[config.mk]
export PLATFORM = sky130hd
export DESIGN_NAME = thick_line_to_quad_corners
export DESIGN_NICKNAME = d
export VERILOG_FILES = /design/src/design/tlq_pkg.sv /design/src/design/thick_line_to_quad_corners.sv /design/src/design/tlq_front.sv /design/src/design/tlq_back.sv
export SDC_FILE = /design/constraint.sdc
export NUM_CORES = 2
export LEC_CHECK = 0
export ABC_CLOCK_PERIOD_IN_PS = 10050
export BUFFER_PORTS_ARGS = -buffer_cell sky130_fd_sc_hd__buf_2
export CORE_ASPECT_RATIO = 2
export CORE_UTILIZATION = 55
export DETAILED_ROUTE_END_ITERATION = 10
export PLACE_DENSITY_LB_ADDON = 0.05
export SYNTH_ARGS = -nofsm -noshare
export SYNTH_HDL_FRONTEND = slang
export SYNTH_SLANG_ARGS = --single-unit
export TNS_END_PERCENT = 1
[constraint.sdc]
create_clock -name clk -period 10.05 [get_ports clk]
set_input_delay 1.005 -clock clk [delete_from_list [all_inputs] [get_ports clk]]
set_output_delay 1.005 -clock clk [all_outputs]
set_load 0.05 [all_outputs]
[src/design/tlq_pkg.sv]
// ----------------------------------------------------------------------------
// tlq_pkg
// Shared types, constants and helpers for the thick line to quad corners block.
// ----------------------------------------------------------------------------
package tlq_pkg;

  localparam int FIFO_DEPTH = 2;    // default depth of the front-to-back queue
  localparam int ROOT_BITS  = 26;   // length, Q.4 units times 2^8
  localparam int RAD_BITS   = 52;   // squared length times 2^16, padded to even
  localparam int REM_BITS   = 28;
  localparam int QUO_BITS   = 12;   // offset magnitude never exceeds 2048
  localparam int NUM_BITS   = 38;
  localparam int PROD_BITS  = 28;

  typedef struct packed {
    logic signed [15:0] xs;
    logic signed [15:0] ys;
    logic signed [15:0] xe;
    logic signed [15:0] ye;
    logic        [11:0] w;
    logic signed [16:0] dx;
    logic signed [16:0] dy;
    logic               zero;
  } tlq_item_t;

  typedef enum logic [2:0] {
    ST_IDLE,
    ST_SQUARE,
    ST_SUM,
    ST_SQRT,
    ST_MUL,
    ST_DIVSET,
    ST_DIV,
    ST_EMIT
  } tlq_state_t;

  function automatic logic signed [15:0] sat16(input logic signed [17:0] v);
    logic signed [15:0] r;
    if (v > 18'sd32767)       r = 16'sh7FFF;
    else if (v < -18'sd32768) r = 16'sh8000;
    else                      r = v[15:0];
    return r;
  endfunction

endpackage

[src/design/thick_line_to_quad_corners.sv]
// ----------------------------------------------------------------------------
// thick_line_to_quad_corners
// Expands a Q12.4 line segment and a width into the four corners of its quad.
// ----------------------------------------------------------------------------
//  channel  | ports                              | handshake
//  ---------+------------------------------------+-------------------------------
//  input    | in_x/y_start, in_x/y_end,          | transfer when start && !busy
//           | in_line_width                      |
//  result   | out_corner_x/y, out_corner_index,  | transfer on out_valid, one
//           | out_last_corner                    | cycle, no back-pressure
//
//  Back end per segment: capture, square, sum, 26 square-root steps (one
//  result bit each), multiply, divider load, 12 shared-divisor steps, 4 corner
//  transfers; the square root is the longest. Zero-length segments are dropped.
//  The front queue accepts new segments while one is being worked; busy rises
//  only when the queue is full. rst_n is synchronous, active low, and clears
//  the queue and the sequencer. The receiver cannot stall results.
// ----------------------------------------------------------------------------
module thick_line_to_quad_corners #(
  parameter int FIFO_DEPTH = tlq_pkg::FIFO_DEPTH
) (
  input  logic               clk,
  input  logic               rst_n,
  input  logic               start,
  output logic               busy,
  input  logic signed [15:0] in_x_start,
  input  logic signed [15:0] in_y_start,
  input  logic signed [15:0] in_x_end,
  input  logic signed [15:0] in_y_end,
  input  logic        [11:0] in_line_width,
  output logic               out_valid,
  output logic signed [15:0] out_corner_x,
  output logic signed [15:0] out_corner_y,
  output logic        [1:0]  out_corner_index,
  output logic               out_last_corner
);

  // queued segment handed from front to back
  tlq_pkg::tlq_item_t item;
  logic               item_valid;
  logic               item_pop;

  tlq_front #(
    .DEPTH (FIFO_DEPTH)
  ) u_front (
    .clk           (clk),
    .rst_n         (rst_n),
    .start         (start),
    .busy          (busy),
    .in_x_start    (in_x_start),
    .in_y_start    (in_y_start),
    .in_x_end      (in_x_end),
    .in_y_end      (in_y_end),
    .in_line_width (in_line_width),
    .item_valid    (item_valid),
    .item          (item),
    .item_pop      (item_pop)
  );

  // sequencer: sqrt, divide, emit four corners
  tlq_back u_back (
    .clk              (clk),
    .rst_n            (rst_n),
    .item_valid       (item_valid),
    .item             (item),
    .item_pop         (item_pop),
    .out_valid        (out_valid),
    .out_corner_x     (out_corner_x),
    .out_corner_y     (out_corner_y),
    .out_corner_index (out_corner_index),
    .out_last_corner  (out_last_corner)
  );

endmodule

[src/design/tlq_front.sv]
// ----------------------------------------------------------------------------
// tlq_front
// Accepts segments, forms the direction and flags zero length, queues items.
// ----------------------------------------------------------------------------
module tlq_front #(
  parameter int DEPTH = tlq_pkg::FIFO_DEPTH
) (
  input  logic                clk,
  input  logic                rst_n,
  input  logic                start,
  output logic                busy,
  input  logic signed [15:0]  in_x_start,
  input  logic signed [15:0]  in_y_start,
  input  logic signed [15:0]  in_x_end,
  input  logic signed [15:0]  in_y_end,
  input  logic        [11:0]  in_line_width,
  output logic                item_valid,
  output tlq_pkg::tlq_item_t  item,
  input  logic                item_pop
);

  localparam int PW = (DEPTH > 1) ? $clog2(DEPTH) : 1;
  localparam int CW = $clog2(DEPTH + 1);

  tlq_pkg::tlq_item_t q_r [DEPTH];
  tlq_pkg::tlq_item_t new_item;
  logic [PW-1:0] wr_ptr_r, wr_ptr_nxt, rd_ptr_r, rd_ptr_nxt;
  logic [CW-1:0] count_r, count_nxt;
  logic push;

  assign busy       = (count_r == CW'(DEPTH));
  assign push       = start && !busy;
  assign item_valid = (count_r != '0);
  assign item       = q_r[rd_ptr_r];

  always_comb begin
    new_item.xs   = in_x_start;
    new_item.ys   = in_y_start;
    new_item.xe   = in_x_end;
    new_item.ye   = in_y_end;
    new_item.w    = in_line_width;
    new_item.dx   = 17'(in_x_end) - 17'(in_x_start);
    new_item.dy   = 17'(in_y_end) - 17'(in_y_start);
    new_item.zero = (in_x_end == in_x_start) && (in_y_end == in_y_start);
  end

  always_comb begin
    wr_ptr_nxt = wr_ptr_r;
    rd_ptr_nxt = rd_ptr_r;
    count_nxt  = count_r;
    if (push) begin
      wr_ptr_nxt = (wr_ptr_r == PW'(DEPTH - 1)) ? '0 : wr_ptr_r + 1'b1;
    end
    if (item_pop) begin
      rd_ptr_nxt = (rd_ptr_r == PW'(DEPTH - 1)) ? '0 : rd_ptr_r + 1'b1;
    end
    if (push && !item_pop)      count_nxt = count_r + 1'b1;
    else if (!push && item_pop) count_nxt = count_r - 1'b1;
  end

  always_ff @(posedge clk) begin
    if (!rst_n) begin
      wr_ptr_r <= '0;
      rd_ptr_r <= '0;
      count_r  <= '0;
    end else begin
      wr_ptr_r <= wr_ptr_nxt;
      rd_ptr_r <= rd_ptr_nxt;
      count_r  <= count_nxt;
    end
  end

  always_ff @(posedge clk) begin
    if (push) q_r[wr_ptr_r] <= new_item;
  end

endmodule

[src/design/tlq_back.sv]
// ----------------------------------------------------------------------------
// tlq_back
// Length by bit-serial square root, offsets by shift-subtract division,
// then four corner transfers.
// ----------------------------------------------------------------------------
module tlq_back (
  input  logic                clk,
  input  logic                rst_n,
  input  logic                item_valid,
  input  tlq_pkg::tlq_item_t  item,
  output logic                item_pop,
  output logic                out_valid,
  output logic signed [15:0]  out_corner_x,
  output logic signed [15:0]  out_corner_y,
  output logic        [1:0]   out_corner_index,
  output logic                out_last_corner
);

  localparam int RB = tlq_pkg::ROOT_BITS;
  localparam int MB = tlq_pkg::RAD_BITS;
  localparam int EB = tlq_pkg::REM_BITS;
  localparam int QB = tlq_pkg::QUO_BITS;
  localparam int NB = tlq_pkg::NUM_BITS;
  localparam int PB = tlq_pkg::PROD_BITS;

  tlq_pkg::tlq_state_t state_r, state_nxt;
  tlq_pkg::tlq_item_t  item_r;
  logic [4:0]          cnt_r;
  logic [33:0]         sqx_r, sqy_r;
  logic [MB-1:0]       rad_r;
  logic [EB-1:0]       rem_r;
  logic [RB-1:0]       root_r;
  logic [PB-1:0]       prodx_r, prody_r;
  logic [NB-1:0]       numx_r, numy_r, dsh_r;
  logic [QB-1:0]       qx_r, qy_r;
  logic                out_valid_r;
  logic signed [15:0]  out_x_r, out_y_r;
  logic [1:0]          out_idx_r;
  logic                out_last_r;

  logic [EB+1:0]       sq_tmp, sq_trial;
  logic [15:0]         mag_x, mag_y;
  logic signed [12:0]  px, py;
  logic signed [17:0]  base_x, base_y, off_x, off_y;
  logic                last_step;

  assign out_valid        = out_valid_r;
  assign out_corner_x     = out_x_r;
  assign out_corner_y     = out_y_r;
  assign out_corner_index = out_idx_r;
  assign out_last_corner  = out_last_r;

  // offset x uses -dy, offset y uses dx
  assign mag_x = item_r.dy[16] ? 16'(-item_r.dy) : item_r.dy[15:0];
  assign mag_y = item_r.dx[16] ? 16'(-item_r.dx) : item_r.dx[15:0];
  assign px    = (!item_r.dy[16] && item_r.dy != '0) ? -$signed({1'b0, qx_r})
                                                     :  $signed({1'b0, qx_r});
  assign py    = item_r.dx[16] ? -$signed({1'b0, qy_r}) : $signed({1'b0, qy_r});

  assign sq_tmp   = {rem_r, rad_r[MB-1 -: 2]};
  assign sq_trial = {2'b00, root_r, 2'b01};

  always_comb begin
    last_step = 1'b0;
    unique case (state_r)
      tlq_pkg::ST_SQRT: last_step = (cnt_r == 5'(RB - 1));
      tlq_pkg::ST_DIV:  last_step = (cnt_r == 5'(QB - 1));
      tlq_pkg::ST_EMIT: last_step = (cnt_r == 5'd3);
      default:          last_step = 1'b0;
    endcase
  end

  always_comb begin
    state_nxt = state_r;
    unique case (state_r)
      tlq_pkg::ST_IDLE:   if (item_valid && !item.zero) state_nxt = tlq_pkg::ST_SQUARE;
      tlq_pkg::ST_SQUARE: state_nxt = tlq_pkg::ST_SUM;
      tlq_pkg::ST_SUM:    state_nxt = tlq_pkg::ST_SQRT;
      tlq_pkg::ST_SQRT:   if (last_step) state_nxt = tlq_pkg::ST_MUL;
      tlq_pkg::ST_MUL:    state_nxt = tlq_pkg::ST_DIVSET;
      tlq_pkg::ST_DIVSET: state_nxt = tlq_pkg::ST_DIV;
      tlq_pkg::ST_DIV:    if (last_step) state_nxt = tlq_pkg::ST_EMIT;
      tlq_pkg::ST_EMIT:   if (last_step) state_nxt = tlq_pkg::ST_IDLE;
      default:            state_nxt = tlq_pkg::ST_IDLE;
    endcase
  end

  always_comb begin
    item_pop = 1'b0;
    base_x   = 18'(item_r.xs);
    base_y   = 18'(item_r.ys);
    off_x    = 18'(px);
    off_y    = 18'(py);
    unique case (state_r)
      tlq_pkg::ST_IDLE: item_pop = item_valid;
      tlq_pkg::ST_EMIT: begin
        // fan order: start+off, start-off, end-off, end+off
        if (cnt_r[1]) begin
          base_x = 18'(item_r.xe);
          base_y = 18'(item_r.ye);
        end
        if (cnt_r[1] ^ cnt_r[0]) begin
          off_x = -18'(px);
          off_y = -18'(py);
        end
      end
      default: item_pop = 1'b0;
    endcase
  end

  always_ff @(posedge clk) begin
    if (!rst_n) begin
      state_r     <= tlq_pkg::ST_IDLE;
      cnt_r       <= '0;
      out_valid_r <= 1'b0;
    end else begin
      state_r     <= state_nxt;
      out_valid_r <= (state_r == tlq_pkg::ST_EMIT);
      if (last_step || state_r == tlq_pkg::ST_SUM || state_r == tlq_pkg::ST_DIVSET)
        cnt_r <= '0;
      else if (state_r == tlq_pkg::ST_SQRT || state_r == tlq_pkg::ST_DIV ||
               state_r == tlq_pkg::ST_EMIT)
        cnt_r <= cnt_r + 1'b1;
    end
  end

  always_ff @(posedge clk) begin
    case (state_r)
      tlq_pkg::ST_IDLE: if (item_valid) item_r <= item;
      tlq_pkg::ST_SQUARE: begin
        sqx_r <= 34'(item_r.dx * item_r.dx);
        sqy_r <= 34'(item_r.dy * item_r.dy);
      end
      tlq_pkg::ST_SUM: begin
        rad_r  <= {2'b00, sqx_r + sqy_r, 16'h0000};
        rem_r  <= '0;
        root_r <= '0;
      end
      tlq_pkg::ST_SQRT: begin
        rad_r <= {rad_r[MB-3:0], 2'b00};
        if (sq_tmp >= sq_trial) begin
          rem_r  <= EB'(sq_tmp - sq_trial);
          root_r <= {root_r[RB-2:0], 1'b1};
        end else begin
          rem_r  <= EB'(sq_tmp);
          root_r <= {root_r[RB-2:0], 1'b0};
        end
      end
      tlq_pkg::ST_MUL: begin
        prodx_r <= PB'(mag_x * item_r.w);
        prody_r <= PB'(mag_y * item_r.w);
      end
      tlq_pkg::ST_DIVSET: begin
        numx_r <= {2'b00, prodx_r, 8'h00} + NB'(root_r);
        numy_r <= {2'b00, prody_r, 8'h00} + NB'(root_r);
        dsh_r  <= {root_r, 1'b0, 11'h000};
        qx_r   <= '0;
        qy_r   <= '0;
      end
      tlq_pkg::ST_DIV: begin
        dsh_r <= dsh_r >> 1;
        if (numx_r >= dsh_r) begin
          numx_r <= numx_r - dsh_r;
          qx_r   <= {qx_r[QB-2:0], 1'b1};
        end else begin
          qx_r   <= {qx_r[QB-2:0], 1'b0};
        end
        if (numy_r >= dsh_r) begin
          numy_r <= numy_r - dsh_r;
          qy_r   <= {qy_r[QB-2:0], 1'b1};
        end else begin
          qy_r   <= {qy_r[QB-2:0], 1'b0};
        end
      end
      tlq_pkg::ST_EMIT: begin
        out_x_r    <= tlq_pkg::sat16(base_x + off_x);
        out_y_r    <= tlq_pkg::sat16(base_y + off_y);
        out_idx_r  <= cnt_r[1:0];
        out_last_r <= (cnt_r == 5'd3);
      end
      default: ;
    endcase
  end

endmodule
==> results.json <==
{
  "worst_slack_ns": 1.95,
  "holdPathStages": 1,
  "first_pass_iters": 6,
  "postSynthRegisterBits": 731,
  "fp.coreArea_um2": 128000,
  "insertion_delay_ns": 0.68,
  "post_synth_xor_area_fraction_pct": 4.92,
  "asyncSetResetFlopFracSynth_pct": 0,
  "detailed_route_via_count": 49289,
  "filler_cell_count": 11036,
  "cts_max_path_buffers": 3,
  "tritoncts_num_sinks": 731,
  "period_minus_slack_ns": 8.10,
  "yosys.area_share.adder_pct": 33.3,
  "row_count": 186,
  "max_freq_mhz": 123,
  "timing.setup.critical_path_class": "reg -> reg",
  "htreeDepth": 3,
  "yosys_warnings": 0,
  "post-route-drc-count": 0,
  "biggest_area_consumer_among_synthesized_cells": "edfxtp_1",
  "detailed_place_hpwl_um": 161000,
  "maximum_number_of_pins_on_one_net_before_global_route_repair": 75,
  "synth_top_family_by_area": "adder cells",
  "grt_use_total_pct": 31.5,
  "synthesis.instances": 6891,
  "die_height_um": 510,
  "number_of_synthesized_flops_with_an_enable_pin": 717,
  "die_area_um2": 131000,
  "cts_tree": "built",
  "post_route_cells_drive_above_1_share_pct": 7.41,
  "synthTopCellsByArea": "edfxtp_1, fa_1, ha_1",
  "synthSimpleGateAreaFrac_pct": 11.4,
  "cp-start-kind": "register",
  "setup.worst_path.end_class": "register",
  "die_w_um": 256,
  "initial_utilization_pct": 55.4,
  "commonest_cells_after_routing_fill_and_taps_aside": "inv_1, fa_1, edfxtp_1, nand2_1, ha_1",
  "post_cts_hold_buffer_count": 0,
  "totalNegativeSetupSlack_ns": 0,
  "run_status": "finished clean",
  "min-delay-path-class": "in -> reg",
  "detail_route.wirelength_um": 200000,
  "io_buffers": 115,
  "timing.slew.headroom_pct": 20.7,
  "grt_pass1_vias": 53844,
  "setup-violations-final": 0,
  "seq_area_frac_synth_pct": 30.7,
  "area_growth_pct": 6.97,
  "timing.critical_path.arrival_ns": 8.52,
  "min_period_over_period_pct": 80.6,
  "tightest_slew_ns": 1.18,
  "cts_buffers": 73,
  "cts-root-buf": "clkbuf_16",
  "critical_path_peak_fanout": 13,
  "avgSynthCellArea_um2": 10.3,
  "grt_overflow": 0,
  "finalMaxSlewViolations": 0,
  "worst-r2r-cell-count": 26,
  "drv.max_cap_violation_count": 0,
  "post_drt_via_cell_ratio": 5.66,
  "grt_setup_unrepaired": "false",
  "postSynth.topFlopCell": "edfxtp_1",
  "synth-compound-area-share_pct": 9.22,
  "antenna_found_initial": 10,
  "grt_pass1_wl_um": 305000,
  "post_cts.resized_instances": 0,
  "dp_worst_setup_slack_ns": 1.94,
  "net_count_after_synthesis": 8360,
  "routed_wl_per_cell_um": 23.0,
  "hold_violations": 0,
  "io_pins": 116,
  "netlist_area_um2": 71000,
  "drt.antenna.violating_nets": 0,
  "cts_setup_buffers": 0,
  "layout_commonest_cell": "inv_1",
  "clock_skew_ns": 0.0291,
  "detail_route.iter0.violations": 2394,
  "placer_s_final_routability_congestion_estimate": 0.958,
  "synth.area.mux_share_pct": 2.80,
  "synth_largest_type_area_fraction_pct": 30.3,
  "worstPathRequired_ns": 10.47,
  "netlist-cell-type-count": 85,
  "clkTransAtPathRegs_ns": 0.06,
  "layout.nets": 8416
}
==> flip-flops by register name (all words and copies together) (netlist names), 33 cells and up, named ones only <==
register and count:
u_front.q_r 222, u_back.numx_r 38, u_back.sqy_r 33, u_back.numy_r 38, u_back.dsh_r 38, u_back.item_r 110, u_back.sqx_r 33, u_back.rad_r 36
==> per-stage QoR <==
step           utilization [%]  hold WS, ns  area [µm²]  std cells
3_3_place_gp              57.4        0.504       73600       8564
3_5_place_dp              57.4        0.512       73600       8564
5_1_grt                   59.2        0.502       75900       8700
4_1_cts                   59.2        0.467       75900       8698
6_report                  59.2        0.519       75900       8701
2_1_floorplan                -        0.484       71000       6891
==> Yosys cell counts (all sizes together) (7+ instances only) <==
library cell	n
a21oi	283
o2111ai	9
o211ai	19
or4	9
a31o	12
buf	30
xor2	132
fa	833
a21boi	16
mux2	146
nand4	37
a211oi	43
nor2	409
o31a	7
nor3b	7
o21ai	276
and3	48
a31oi	27
o31ai	39
nor4	12
inv	1204
ha	557
nor3	70
dfxtp	14
a211o	7
a221oi	8
or3	28
xnor2	266
o41ai	12
mux2i	34
nand2b	66
nor2b	47
nand3b	7
o21a	54
nand3	70
nand2	645
or2	17
and2	246
o21bai	30
a21o	121
clkbuf	192
edfxtp	717
==> path summary, 6_finish.rpt <==
kind	from	to	slack (ns)
setup reg to reg	u_back.item_r[2]$_DFFE_PP_	u_back.prodx_r[27]$_DFFE_PP_	1.95
hold / removal	in_line_width[11]	u_front.q_r[0][46]$_DFFE_PP_	0.52
setup / recovery	u_back.item_r[2]$_DFFE_PP_	u_back.prodx_r[27]$_DFFE_PP_	1.95
hold reg to reg	u_back.rad_r[30]$_DFFE_PP_	u_back.rad_r[32]$_DFFE_PP_	0.52
==> area by class of cell <==
type | instances | area, µm² | share of cell area [%]
Clock inverter | 46 | 434 | 0.572
Inverter | 1208 | 4540 | 5.97
Antenna cell | 3 | 7.51 | 0.00989
Clock buffer | 88 | 1950 | 2.56
Multi-Input combinational cell | 4730 | 43800 | 57.7
Timing Repair Buffer | 203 | 1240 | 1.63
Sequential cell | 731 | 21800 | 28.7
Tap cell | 1692 | 2120 | 2.79
==> cell families (layout without fill, tap and decap cells) <==
group / Yosys count / count (layout)
xor+xnor: 398 / 398
mux: 180 / 180
simple gates: 1731 / 1731
compound gates: 1031 / 1031
other cells: 0 / 3
fa+ha+maj: 1390 / 1390
flops: 731 / 731
buf+inv: 1430 / 1545
==> layer usage <==
metal  wire length, µm  GRT usage, %
met1             59900          27.0
met5                13             0
met3              6230          3.14
met2            111000          61.6
met4             22800          30.8
==> worst max-delay path: stages, from the launching register on <==
cell	delay, ns
edfxtp_1	0.61
inv_1	0.37
ha_1	0.23
or3b_1	0.42
o31ai_1	0.31
nor3b_1	0.28
xnor2_1	0.48
nand2_1	0.20
fa_1	0.58
inv_1	0.06
fa_1	0.55
fa_1	0.42
fa_1	0.48
inv_1	0.05
fa_1	0.47
inv_1	0.04
ha_1	0.35
a21o_1	0.18
a21o_1	0.17
a21o_1	0.18
a21oi_1	0.21
a21bo_2	0.27
nor2b_1	0.16
o31ai_1	0.16
a221o_1	0.34
a21oi_1	0.19
xnor2_1	0.08
Power is not shown: default switching activity piles up to over one toggle a cycle in this logic, so the estimate is an artifact.
